File: src/rtl/core/cqe_pkg.sv
// shared types, codes and defaults of the circular queue engine
package cqe_pkg;

  // default number of words held by the queue
  localparam int DEPTH_DEF = 8;

  // operation codes carried by an input transaction
  localparam logic [1:0] OP_ENQ  = 2'd0;
  localparam logic [1:0] OP_DEQ  = 2'd1;
  localparam logic [1:0] OP_PEEK = 2'd2;
  localparam logic [1:0] OP_DISP = 2'd3;

  // status codes carried by a result transaction
  localparam logic [1:0] ST_OK    = 2'd0;
  localparam logic [1:0] ST_FULL  = 2'd1;
  localparam logic [1:0] ST_EMPTY = 2'd2;

  // input transaction
  typedef struct packed {
    logic [1:0]         func;
    logic signed [31:0] value;
  } cqe_in_t;

  // result transaction
  typedef struct packed {
    logic [1:0]         status;
    logic signed [31:0] data;
    logic               last;
  } cqe_out_t;

endpackage

File: src/rtl/core/circular_queue_engine.sv
// circular queue engine: a fifo of signed 32-bit words driven by commands
//
// A command transaction (in_item: func, value) is taken at a rising edge with
// start high and busy low. Every result transaction appears on out_item for
// exactly one cycle with out_valid high; the receiver cannot stall it.
// Enqueue, dequeue and peek give one result in the cycle after the command is
// taken, and busy stays low, so one such command can be taken every cycle.
// Display of n stored words gives n results in consecutive cycles, the first
// in the cycle after the command; busy is high while the words after the
// first are swept, since the storage has a single read port that is swept
// one word per cycle. An empty queue answers dequeue, peek and display with a
// single empty-status result. The last result of each command has last set.
// Reset (rst_n low, synchronous) empties the queue and clears any display in
// progress; stored words are not cleared, and no clearing pass is needed
// since only words that were written are ever read.
module circular_queue_engine #(
  parameter int DEPTH = cqe_pkg::DEPTH_DEF
) (
  input  logic              clk,
  input  logic              rst_n,
  input  logic              start,
  output logic              busy,
  input  cqe_pkg::cqe_in_t  in_item,
  output logic              out_valid,
  output cqe_pkg::cqe_out_t out_item
);
  import cqe_pkg::*;

  localparam int IDX_W = $clog2(DEPTH);
  localparam logic [IDX_W:0] DEPTH_X = (IDX_W+1)'(DEPTH);

  // queue pointers and display sweep state
  logic [IDX_W-1:0] head_r, head_nxt;
  logic [IDX_W-1:0] tail_r, tail_nxt;
  logic             empty_r, empty_nxt;
  logic             disp_r, disp_nxt;
  logic [IDX_W-1:0] ptr_r, ptr_nxt;
  logic [IDX_W-1:0] left_r, left_nxt;

  // result registers
  logic             out_valid_r, out_valid_nxt;
  logic [1:0]       out_status_r, out_status_nxt;
  logic             out_last_r, out_last_nxt;
  logic             out_mem_r, out_mem_nxt;

  // storage port signals
  logic             wr_en;
  logic [IDX_W-1:0] wr_addr;
  logic             rd_en;
  logic [IDX_W-1:0] rd_addr;
  logic [31:0]      rd_data;

  logic             accept;
  logic             full;
  logic [IDX_W:0]   span;
  logic [IDX_W-1:0] fill_m1;

  // index step with wrap at the queue depth
  function automatic logic [IDX_W-1:0] wrap_next(input logic [IDX_W-1:0] idx);
    logic [IDX_W-1:0] res;
    if ({1'b0, idx} == DEPTH_X - (IDX_W+1)'(1)) begin
      res = '0;
    end else begin
      res = idx + IDX_W'(1);
    end
    return res;
  endfunction

  assign busy   = disp_r;
  assign accept = start && !disp_r;
  assign full   = !empty_r && (wrap_next(tail_r) == head_r);

  // words held minus one, tail inclusive
  always_comb begin
    if (tail_r >= head_r) begin
      span = {1'b0, tail_r} - {1'b0, head_r};
    end else begin
      span = {1'b0, tail_r} + DEPTH_X - {1'b0, head_r};
    end
  end
  assign fill_m1 = span[IDX_W-1:0];

  // command decode and pointer update
  always_comb begin
    head_nxt       = head_r;
    tail_nxt       = tail_r;
    empty_nxt      = empty_r;
    disp_nxt       = disp_r;
    ptr_nxt        = ptr_r;
    left_nxt       = left_r;
    out_valid_nxt  = 1'b0;
    out_status_nxt = ST_OK;
    out_last_nxt   = 1'b1;
    out_mem_nxt    = 1'b0;
    wr_en          = 1'b0;
    wr_addr        = '0;
    rd_en          = 1'b0;
    rd_addr        = head_r;

    if (disp_r) begin
      // display sweep: one stored word per cycle
      rd_en         = 1'b1;
      rd_addr       = ptr_r;
      out_valid_nxt = 1'b1;
      out_mem_nxt   = 1'b1;
      out_last_nxt  = (left_r == IDX_W'(1));
      ptr_nxt       = wrap_next(ptr_r);
      left_nxt      = left_r - IDX_W'(1);
      if (left_r == IDX_W'(1)) begin
        disp_nxt = 1'b0;
      end
    end else if (accept) begin
      out_valid_nxt = 1'b1;
      if (in_item.func == OP_ENQ) begin
        if (full) begin
          out_status_nxt = ST_FULL;
        end else if (empty_r) begin
          head_nxt  = '0;
          tail_nxt  = '0;
          empty_nxt = 1'b0;
          wr_en     = 1'b1;
          wr_addr   = '0;
        end else begin
          tail_nxt = wrap_next(tail_r);
          wr_en    = 1'b1;
          wr_addr  = wrap_next(tail_r);
        end
      end else if (empty_r) begin
        out_status_nxt = ST_EMPTY;
      end else begin
        rd_en       = 1'b1;
        out_mem_nxt = 1'b1;
        case (in_item.func)
          OP_DEQ: begin
            if (head_r == tail_r) begin
              head_nxt  = '0;
              tail_nxt  = '0;
              empty_nxt = 1'b1;
            end else begin
              head_nxt = wrap_next(head_r);
            end
          end
          OP_DISP: begin
            if (fill_m1 != '0) begin
              out_last_nxt = 1'b0;
              disp_nxt     = 1'b1;
              ptr_nxt      = wrap_next(head_r);
              left_nxt     = fill_m1;
            end
          end
          default: begin
            // peek leaves the pointers alone
          end
        endcase
      end
    end
  end

  // control registers
  always_ff @(posedge clk) begin
    if (!rst_n) begin
      head_r      <= '0;
      tail_r      <= '0;
      empty_r     <= 1'b1;
      disp_r      <= 1'b0;
      out_valid_r <= 1'b0;
    end else begin
      head_r      <= head_nxt;
      tail_r      <= tail_nxt;
      empty_r     <= empty_nxt;
      disp_r      <= disp_nxt;
      out_valid_r <= out_valid_nxt;
    end
  end

  // payload registers
  always_ff @(posedge clk) begin
    ptr_r        <= ptr_nxt;
    left_r       <= left_nxt;
    out_status_r <= out_status_nxt;
    out_last_r   <= out_last_nxt;
    out_mem_r    <= out_mem_nxt;
  end

  cqe_store #(
    .DEPTH (DEPTH),
    .IDX_W (IDX_W)
  ) u_store (
    .clk     (clk),
    .wr_en   (wr_en),
    .wr_addr (wr_addr),
    .wr_data (in_item.value),
    .rd_en   (rd_en),
    .rd_addr (rd_addr),
    .rd_data (rd_data)
  );

  // result transaction
  assign out_valid = out_valid_r;
  always_comb begin
    out_item.status = out_status_r;
    out_item.data   = out_mem_r ? rd_data : '0;
    out_item.last   = out_last_r;
  end

`ifndef NO_ASSERTIONS
  // an empty queue sits at its reset position
  a_empty_home: assert property (@(posedge clk) disable iff (!rst_n)
    empty_r |-> (head_r == '0) && (tail_r == '0))
    else $error("empty queue with pointers away from zero");

  // every taken command yields a result in the next cycle
  a_accept_result: assert property (@(posedge clk) disable iff (!rst_n)
    accept |=> out_valid)
    else $error("command taken without a result");

  // results only come from a taken command or a display sweep
  a_no_spurious: assert property (@(posedge clk) disable iff (!rst_n)
    out_valid |-> $past(accept || disp_r))
    else $error("result with no cause");

  // a display sweep always has words left to show
  a_sweep_left: assert property (@(posedge clk) disable iff (!rst_n)
    disp_r |-> (left_r != '0) && !empty_r)
    else $error("display sweep with nothing left");

  // pointers stay inside the storage
  a_ptr_range: assert property (@(posedge clk) disable iff (!rst_n)
    ({1'b0, head_r} < DEPTH_X) && ({1'b0, tail_r} < DEPTH_X))
    else $error("queue pointer beyond depth");
`endif

endmodule

File: src/rtl/core/cqe_store.sv
// word storage of the queue: one write port, one registered read port
module cqe_store #(
  parameter int DEPTH = cqe_pkg::DEPTH_DEF,
  parameter int IDX_W = $clog2(DEPTH)
) (
  input  logic             clk,
  input  logic             wr_en,
  input  logic [IDX_W-1:0] wr_addr,
  input  logic [31:0]      wr_data,
  input  logic             rd_en,
  input  logic [IDX_W-1:0] rd_addr,
  output logic [31:0]      rd_data
);
  import cqe_pkg::*;

  logic [31:0] mem [DEPTH];
  logic [31:0] rd_data_r;

  // write port
  always_ff @(posedge clk) begin
    if (wr_en) begin
      mem[wr_addr] <= wr_data;
    end
  end

  // read port, registered
  always_ff @(posedge clk) begin
    if (rd_en) begin
      rd_data_r <= mem[rd_addr];
    end
  end

  assign rd_data = rd_data_r;

endmodule
File: config.mk
export PLATFORM = sky130hd
export DESIGN_NAME = circular_queue_engine
export DESIGN_NICKNAME = d
export VERILOG_FILES = /design/src/rtl/core/cqe_pkg.sv /design/src/rtl/core/circular_queue_engine.sv /design/src/rtl/core/cqe_store.sv
export SDC_FILE = /design/constraint.sdc
export NUM_CORES = 1
export LEC_CHECK = 0
export BUFFER_PORTS_ARGS = -buffer_cell sky130_fd_sc_hd__buf_4
export CELL_PAD_IN_SITES_DETAIL_PLACEMENT = 0
export CELL_PAD_IN_SITES_GLOBAL_PLACEMENT = 2
export CORE_ASPECT_RATIO = 0.8
export CORE_UTILIZATION = 47
export DETAILED_ROUTE_END_ITERATION = 10
export PLACE_DENSITY = 0.82
export SLEW_MARGIN = 30
export SYNTH_ARGS = -nofsm -noshare
export SYNTH_HDL_FRONTEND = slang
export SYNTH_SLANG_ARGS = --single-unit
File: constraint.sdc
create_clock -name clk -period 6.8 [get_ports clk]
set_clock_uncertainty 0.05 [all_clocks]
set_input_delay 0.68 -clock clk [delete_from_list [all_inputs] [get_ports clk]]
set_output_delay 0.68 -clock clk [all_outputs]
set_load 0.1 [all_outputs]
==> flow_summary_export.csv, run 1 <==
group,metric,value,unit
placed_design,post-place-ws,3.73,ns
worst_setup_path,rr_endpoint,"u_store.rd_data[22]$_DFFE_PP_",
logic_synthesis,synth_nets,1016,
clocking,cts-root-buf,"clkbuf_16",
run,max_cap_viol_count,0,
worst_hold_path,hp-class,"primary input to register",
sta,worst_pin_slew,0.895,ns
floorplanning,die_h,152,um
clocking,cts.sinks,307,
worst_setup_path,r2r_start,"busy$_SDFF_PN0_",
detailed_routing,routed_wl,30400,um
sta,relSlewSlack,0.403,
power,ir_drop,148,uV
power,powerDensity,255,mW/mm2
logic_synthesis,synth_warnings,0,
placed_design,gp_congestion,0.740,
clocking,cts_resized,0,
worst_hold_path,hold_start,"rst_n",
detailed_routing,drt-initial-drc-count,666,
worst_hold_path,whs_path_depth,2,
run_status,outcome,"complete, no violations",
placed_design,placedCellCount,1354,
logic_synthesis,synthTopCellsByArea,"edfxtp_1 (67%), mux2i_1 (5.2%), nor2_1 (3.0%)",
logic_synthesis,async_flop_share,0,
clocking,cts.clk_slew.worst_paths,0.06,ns
logic_synthesis,syn_inst,968,
sta,setup_viol,0,
worst_setup_path,worstSetupEndpointType,"register",
floorplanning,fp.coreArea,0.0274,mm2
detailed_routing,viasPerCell,5.77,
logic_synthesis,synth_common_cells,"edfxtp_1 (294), nor2_1 (107), o21ai_0 (80)",
power,p_leak,5.40,nW
final_layout,fillCellCount,2283,
sta,rsz0062_at_grt,"no",
sta,fmax,327,MHz
logic_synthesis,yosysTopAreaCellShare,0.668,
placed_design,numPortBuffers,73,
worst_setup_path,rr_worst_depth,5,
grt,grt_max_degree,90,
floorplanning,die_w,190,um
final_layout,area_growth,14.6,%
clocking,cts_tree,"yes",
worst_setup_path,cpPeakStageDelay,0.79,ns
worst_setup_path,start_kind,"register",
grt,antenna_found_initial,1,
floorplanning,dieArea,0.0288,mm2
clocking,h-tree-depth,2,
floorplanning,io_pins,74,
grt,grt_pass1_vias,7916,
final_layout,drive_gt1_frac,0.150,
final_layout,fin_cells,1413,
worst_setup_path,path_cells,"mux2_4 > or2_1 > buf_4 > o22a_1 > o21ai_1",
logic_synthesis,synthDistinctLibCells,43,
detailed_routing,drc,0,
logic_synthesis,syn_area_per_cell,13.7,um2
clocking,numCtsBuffers,34,
logic_synthesis,netlist_area,0.0132,mm2
logic_synthesis,ys_ff_latch,307,
sta,final_max_slew_viol_count,0,
logic_synthesis,synth_flop_cell,"edfxtp_1",
sta,hold_viol,0,
detailed_routing,antenna_left,0,
placed_design,hpwlAfterDp,16300,um
clocking,post-cts-setup-buffers,0,
final_layout,fin_nets,1074,
floorplanning,num_rows,54,
worst_setup_path,cp_slowest_cell,"dfxtp_4",
detailed_routing,drt-pass1-iter-count,5,
worst_setup_path,crit_arrival,3.26,ns
floorplanning,start_util,0.482,
sta,timing.final.ws_setup,3.74,ns
grt,grt-ovfl-total,0,
final_layout,diodes,0,
clocking,hold_buffers,0,
clocking,clkLatencyLatePin,0.50,ns
detailed_routing,vias,8153,
logic_synthesis,synth_top_area_cell,"edfxtp_1",
sta,tns,0,ns
logic_synthesis,ys_seq_area_frac,0.687,
worst_setup_path,timing_worst_setup_path_type,"register to register",
clocking,cts_max_path_buffers,3,
sta,min_period,3.06,ns
detailed_routing,wl_per_cell,21.5,um
sta,fin_crit_sh,0.450,
worst_hold_path,hold-path-endpoint,"empty_r$_SDFFE_PN1P_",
grt,track_usage,0.216,
grt,grt_pass1_wl,47400,um
worst_setup_path,required,7.00,ns
worst_setup_path,rrSetupSlack,3.74,ns
worst_setup_path,crit_fanout,61,
logic_synthesis,synth_edf_count,294,
logic_synthesis,synth_most_common_cell,"edfxtp_1",
-- registers in the layout, summed over array words and instances, names as in the netlist --
name / flops
busy: 1
empty_r: 1
head_r: 3
left_r: 3
out_last_r: 1
out_mem_r: 1
out_status_r: 2
out_valid: 1
ptr_r: 3
tail_r: 3
u_store.mem: 256
u_store.rd_data: 32
-- power breakdown --
group          switching, mW  internal (mW)  total, mW
combinational         0.0686         0.0301     0.0986
sequential           0.00432           2.08       2.08
clock                  0.706          0.976       1.68
-- cells in the final DEF, fill, tap and decap left out, types with 11 or more instances in the layout --
master,n
a221oi_1,32
and2_1,32
buf_4,97
clkbuf_16,35
clkinv_1,11
edfxtp_1,294
inv_1,11
mux2i_1,68
nand2_1,16
nand2b_1,34
nor2_1,106
nor3_1,35
o211ai_1,32
o21ai_0,80
o21ai_1,19
o22a_1,32
o31ai_1,34
-- cell families (layout without fill, tap and decap cells) --
logic type | Yosys count | in the layout | synth area share
xor+xnor | 7 | 7 | 0.00464
compound gates | 244 | 244 | 0.126
flops | 307 | 307 | 0.687
simple gates | 243 | 243 | 0.0886
mux | 70 | 70 | 0.0534
buf+inv | 86 | 167 | 0.0290
fa+ha+maj | 11 | 11 | 0.0110
-- cell type report --
cell class | count | area (um2) | share of cell area
well taps | 364 | 455 | 0.0301
clock buffers | 43 | 906 | 0.0598
clock inverters | 16 | 95.1 | 0.00627
repair buffers | 97 | 728 | 0.0480
flip-flops and latches | 307 | 9100 | 0.600
inverters | 11 | 41.3 | 0.00272
multi-input cells | 575 | 3830 | 0.253
-- worst max-delay path by stage --
| stage | start | to | slack, ns | cells past startpoint |
|---|---|---|---|---|
| floorplan | busy$_SDFF_PN0_ | u_store.mem[7][0]$_DFFE_PP_ | 2.47 | 5 |
| global placement | head_r[1]$_SDFFE_PN0P_ | u_store.mem[0][16]$_DFFE_PP_ | 3.65 | 5 |
| detailed placement | busy$_SDFF_PN0_ | u_store.rd_data[22]$_DFFE_PP_ | 3.73 | 5 |
| CTS | busy$_SDFF_PN0_ | u_store.rd_data[22]$_DFFE_PP_ | 3.74 | 5 |
| global route | busy$_SDFF_PN0_ | u_store.rd_data[22]$_DFFE_PP_ | 3.53 | 5 |
| finish | busy$_SDFF_PN0_ | u_store.rd_data[22]$_DFFE_PP_ | 3.74 | 5 |
-- through the flow --
| step | hold slack (ns) | power, mW | util | area [um2] |
|---|---|---|---|---|
| final | 0.352 | 3.87 | 0.553 | 15200 |
| after floorplan | 0.415 | 2.17 | - | 13200 |
| after global placement | 0.450 | 2.22 | 0.516 | 14100 |
| after global routing | 0.346 | 3.98 | 0.553 | 15200 |
| after detailed placement | 0.463 | 2.22 | 0.516 | 14200 |
| after CTS | 0.335 | 3.90 | 0.552 | 15200 |
-- worst max-delay path, delay by kind of cell (launching register included) --
family / cells / cell delay, ns
multiplexers: 1 / 0.62
flip-flops: 1 / 0.79
AO/OA/AOI/OAI: 2 / 0.33
AND/OR/NAND/NOR: 1 / 0.54
buffers and inverters: 1 / 0.45
-- metal layers --
layer / share of wire / wire length, um / vias to the layer above / track usage
li1: - / - / 3827 / -
met1: 0.47 / 14400 / 4027 / 0.324
met2: 0.45 / 13700 / 256 / 0.330
met3: 0.057 / 1750 / 43 / 0.0321
met4: 0.018 / 555 / 0 / 0.0545
met5: 0 / 0 / - / 0
(Power assumes the default switching activity.)
==> run 2: changes to the inputs <==
- CORE_UTILIZATION: 47 -> 39
- PLACE_DENSITY: 0.82 -> 0.72
- clock period: 6.8 -> 2.7 ns (I/O delays scaled with it)
==> run 2 against run 1 <==
  * Critical path depth up 2
  * Global-route usage shrank 3.5 points
  * Register-to-register slack got worse by 3.4 ns
  * Maximum frequency is 31% higher
  * Design area rose by 4.7%
  * Clock power rose by 130%
  * Wire length up 3.5%
  * Cell count grew 8.1%
  * Sequential share of layout area decreased by 2.7 points
  * Power increased by 150%
  * First-iteration DRC count is 13% lower
  * Die area increased by 20%
  * Largest cell class unchanged
==> flow_summary_export.csv, run 2 (synthesis gave the netlist of run 1 again) <==
group,metric,value,unit
detailed_routing,antenna_left,0,
clocking,cts_max_path_buffers,3,
sta,tns,0,ns
detailed_routing,drt-initial-drc-count,581,
final_layout,final_cell_mix,"edfxtp_1 (294), buf_4 (109), nor2_1 (106)",
floorplanning,die_h,167,um
final_layout,fin_area,0.0159,mm2
sta,final_max_slew_viol_count,0,
power,ir_drop,462,uV
worst_setup_path,timing_worst_setup_path_type,"register to register",
worst_setup_path,required,2.93,ns
worst_setup_path,critical_path_buf_inv_count,2,
floorplanning,start_util,0.402,
floorplanning,num_rows,59,
final_layout,layout_commonest_cell,"edfxtp_1",
detailed_routing,viasPerCell,5.39,
grt,grt_use_met1,0.270,
placed_design,numPortBuffers,73,
floorplanning,fp.coreArea,0.0329,mm2
detailed_routing,wl_per_cell,20.6,um
detailed_routing,drt-pass1-iter-count,5,
clocking,numCtsBuffers,31,
clocking,h-tree-depth,1,
worst_setup_path,cpPeakStageDelay,0.41,ns
final_layout,drive_gt1_frac,0.167,
worst_setup_path,crit_fanout,6,
worst_setup_path,crit_arrival,2.56,ns
worst_setup_path,cpLargestDelayFamily,"adder cells",
placed_design,hpwlAfterDp,18500,um
grt,grt_pass1_wl,48200,um
clocking,cts.sinks,307,
clocking,clkLatencyLatePin,0.57,ns
sta,worst_pin_slew,0.705,ns
grt,met2_usage,0.281,
grt,grt.busiest_layer,"met2",
sta,fmax,429,MHz
floorplanning,io_pins,74,
final_layout,fin_cells,1528,
sta,timing.final.ws_setup,0.370,ns
sta,rsz0062_at_grt,"no",
final_layout,area_growth,20.0,%
grt,grt_max_degree,105,
placed_design,post-place-ws,0.375,ns
placed_design,place_area,0.0146,mm2
worst_setup_path,cp_slowest_cell,"dfxtp_1",
detailed_routing,drc,0,
floorplanning,dieArea,0.0347,mm2
grt,grt_pass1_vias,7809,
grt,grt_use_met3,0.0230,
final_layout,fin_nets,1129,
power,p_leak,5.70,nW
final_layout,top_register,"u_store.mem",
clocking,cts-root-buf,"clkbuf_16",
clocking,cts_tree,"yes",
sta,min_period,2.33,ns
run_status,outcome,"complete, no violations",
detailed_routing,vias,8236,
worst_hold_path,hp-class,"primary input to register",
final_layout,diodes,0,
run,max_cap_viol_count,0,
sta,fin_crit_sh,0.863,
clocking,cts_resized,0,
detailed_routing,routed_wl,31500,um
grt,antenna_found_initial,0,
sta,relSlewSlack,0.530,
worst_setup_path,worstSetupEndpointType,"register",
worst_setup_path,path_cells,"inv_1 > ha_1 > fa_1 > xor2_1 > a311o_1 > o21bai_1 > buf_4",
sta,setup_viol,0,
final_layout,final_util,0.482,
placed_design,placedCellCount,1441,
final_layout,largest_reg_flops,256,
clocking,cts.clk_slew.worst_paths,0.06,ns
floorplanning,die_w,208,um
worst_setup_path,start_kind,"register",
placed_design,gp_congestion,0.764,
sta,hold_viol,0,
grt,track_usage,0.181,
grt,grt-ovfl-total,0,
power,powerDensity,598,mW/mm2
[run 2: changes by cell type in the layout (fill, tap and decap cells not counted), moves of 2 or more]
cell / previous run / this run
buf_12: 0 / 12
buf_4: 97 / 109
clkbuf_1: 8 / 11
clkbuf_16: 35 / 31
clkinv_1: 11 / 3
clkinv_2: 3 / 5
dlygate4sd3_1: 0 / 34
nand3_1: 3 / 1
nor3_2: 6 / 1
nor3_4: 0 / 6
[run 2: cell type report]
type,instances,area (um2)
Sequential cell,307,9090
Clock inverter,11,93.8
Clock buffer,42,817
Fill cell,2892,17100
Multi-Input combinational cell,575,3890
Tap cell,427,534
Timing Repair Buffer,155,1400
Inverter,11,41.3
[run 2: worst register-to-register path, delay by kind of cell (launching register included)]
family / cells / cell delay, ns
flip-flops: 1 / 0.41
AO/OA/AOI/OAI: 2 / 0.52
buffers and inverters: 2 / 0.29
XOR/XNOR: 1 / 0.19
adder cells (fa/ha/maj): 2 / 0.58
[run 2: per-layer routing]
metal | vias to the layer above | wire [um]
li1 | 3934 | -
met1 | 4096 | 15400
met2 | 173 | 14200
met3 | 33 | 1260
met4 | 0 | 593
met5 | - | 0
[run 2: final timing paths]
| kind | slack (ns) | cells past startpoint | startpoint | endpoint |
|---|---|---|---|---|
| max | 0.37 | 7 | tail_r[0]$_SDFFE_PN0P_ | left_r[0]$_DFFE_PP_ |
| min | 0.08 | 4 | in_item[33] | empty_r$_SDFFE_PN1P_ |
| max reg2reg | 0.37 | 7 | tail_r[0]$_SDFFE_PN0P_ | left_r[0]$_DFFE_PP_ |
| min reg2reg | 0.47 | 2 | tail_r[2]$_SDFFE_PN0P_ | tail_r[2]$_SDFFE_PN0P_ |
[run 2: metrics by stage]
step	power, mW	hold slack (ns)
finish	9.49	0.0839
global placement	5.61	0.457
CTS	9.60	0.0710
floorplan	5.47	0.296
detailed placement	5.61	0.461
global route	9.78	0.115
[run 2: where the power goes]
group          switching, mW  internal, mW
Clock                   1.74          2.20
Combinational          0.188         0.112
Sequential           0.00863          5.24
[run 2: repair_timing]
action,in CTS,in global routing
hold endpoints to repair,262,0
hold buffers,34,0
setup buffers,0,0
==> run 3: changes to the inputs <==
- CORE_UTILIZATION: 39 -> 44
- PLACE_DENSITY: 0.72 -> 0.77
- SKIP_LAST_GASP: unset -> 1
- clock period: 2.7 -> 2.6 ns (I/O delays scaled with it)
==> run 3 against run 2 <==
  * Critical path depth unchanged
  * Flip-flop and latch count stayed put
  * First-iteration DRC count up 15%
  * Clock power grew 17%
  * Power is 9.4% higher
  * Critical path type unchanged
  * Critical endpoint is now left_r[1]$_DFFE_PP_
  * Largest power group unchanged
==> flow_summary_export.csv, run 3 (synthesis gave the netlist of run 1 again) <==
group,metric,value,unit
clocking,cts.clk_slew.worst_paths,0.05,ns
sta,timing.final.ws_setup,0.328,ns
placed_design,placedCellCount,1375,
final_layout,drive_gt1_frac,0.164,
clocking,numCtsBuffers,34,
worst_setup_path,worstSetupEndpointType,"register",
sta,fmax,440,MHz
run,max_cap_viol_count,0,
clocking,clkLatencyLatePin,0.50,ns
worst_setup_path,start_kind,"register",
run_status,outcome,"complete, no violations",
detailed_routing,drc,0,
worst_setup_path,cpPeakStageDelay,0.39,ns
placed_design,numPortBuffers,73,
sta,worst_pin_slew,0.577,ns
power,p_leak,5.70,nW
grt,antenna_found_initial,1,
power,finalPower,10.4,mW
clocking,cts_resized,0,
final_layout,final_util,0.540,
final_layout,top_register,"u_store.mem",
detailed_routing,routed_wl,30900,um
clocking,hold_buffers,34,
final_layout,fillCellCount,2460,
final_layout,final_cell_mix,"edfxtp_1 (294), nor2_1 (106), buf_4 (92)",
worst_setup_path,timing_worst_setup_path_type,"register to register",
final_layout,area_growth,20.2,%
detailed_routing,drt-initial-drc-count,669,
worst_setup_path,cpLargestDelayFamily,"adder cells",
detailed_routing,drt-pass1-iter-count,5,
placed_design,hpwlAfterDp,16700,um
placed_design,place_area,0.0145,mm2
worst_setup_path,cp_slowest_cell,"dfxtp_2",
detailed_routing,wl_per_cell,21.0,um
grt,grt-ovfl-total,0,
final_layout,diodes,0,
floorplanning,die_w,196,um
worst_setup_path,required,2.75,ns
sta,min_period,2.27,ns
clocking,cts_max_path_buffers,3,
worst_hold_path,hp-class,"primary input to register",
floorplanning,fp.coreArea,0.0294,mm2
grt,grt_pass1_wl,47100,um
sta,rsz0062_at_grt,"no",
worst_setup_path,crit_fanout,6,
clocking,cts_tree,"yes",
sta,final_max_slew_viol_count,0,
sta,fin_crit_sh,0.874,
detailed_routing,vias,8186,
floorplanning,num_rows,56,
final_layout,largest_reg_flops,256,
floorplanning,start_util,0.449,
power,ir_drop,526,uV
grt,grt_max_degree,88,
clocking,h-tree-depth,2,
sta,timing.hold.ws,0.134,ns
power,powerDensity,653,mW/mm2
worst_setup_path,crit_arrival,2.43,ns
worst_setup_path,path_cells,"inv_1 > ha_1 > fa_1 > xor2_1 > a311o_1 > o21bai_1 > buf_4",
clocking,cts-root-buf,"clkbuf_16",
final_layout,layout_commonest_cell,"edfxtp_1",
floorplanning,die_h,157,um
final_layout,fin_nets,1116,
floorplanning,io_pins,74,
placed_design,post-place-ws,0.341,ns
final_layout,fin_area,0.0159,mm2
sta,tns,0,ns
placed_design,gp_congestion,0.793,
detailed_routing,antenna_left,0,
sta,setup_viol,0,
sta,hold_viol,0,
grt,track_usage,0.204,
sta,relSlewSlack,0.615,
clocking,cts.sinks,307,
grt,grt_pass1_vias,7735,
floorplanning,dieArea,0.0308,mm2
clocking,post-cts-setup-buffers,0,
detailed_routing,viasPerCell,5.57,
final_layout,fin_cells,1470,
worst_setup_path,critical_path_buf_inv_count,2,
==> run 3: final cells by class <==
cell class / instances / area [um2] / area share
clock buffer: 43 / 906 / 0.0570
clock inverter: 18 / 164 / 0.0103
inverter: 11 / 41.3 / 0.00260
multi-input combinational: 575 / 3930 / 0.247
sequential: 307 / 9100 / 0.572
tap: 377 / 472 / 0.0297
timing repair buffer: 139 / 1290 / 0.0812
==> run 3: path summary, 6_finish.rpt <==
check | from | endpoint | slack (ns) | cells past startpoint
min reg2reg | head_r[0]$_SDFFE_PN0P_ | head_r[0]$_SDFFE_PN0P_ | 0.48 | 2
min | in_item[33] | empty_r$_SDFFE_PN1P_ | 0.13 | 4
max reg2reg | tail_r[0]$_SDFFE_PN0P_ | left_r[1]$_DFFE_PP_ | 0.33 | 7
max | tail_r[0]$_SDFFE_PN0P_ | left_r[1]$_DFFE_PP_ | 0.33 | 7
==> run 3: worst reg2reg max path, delay by kind of cell (launching register included) <==
| family | cells | cell delay (ns) |
|---|---|---|
| compound gates | 2 | 0.52 |
| buf+inv | 2 | 0.27 |
| fa+ha+maj | 2 | 0.57 |
| flops | 1 | 0.39 |
| xor+xnor | 1 | 0.19 |
==> run 3: metal layers <==
metal	GRT usage	part of all wire	vias to the layer above
met5	0	0	-
met4	0.0461	0.015	0
met3	0.0274	0.040	37
met2	0.325	0.45	164
met1	0.299	0.49	4070
li1	-	-	3915
==> run 3: report_power, final <==
part / switching [mW] / internal, mW
combinational: 0.190 / 0.117
clock: 1.86 / 2.77
sequential: 0.0111 / 5.44
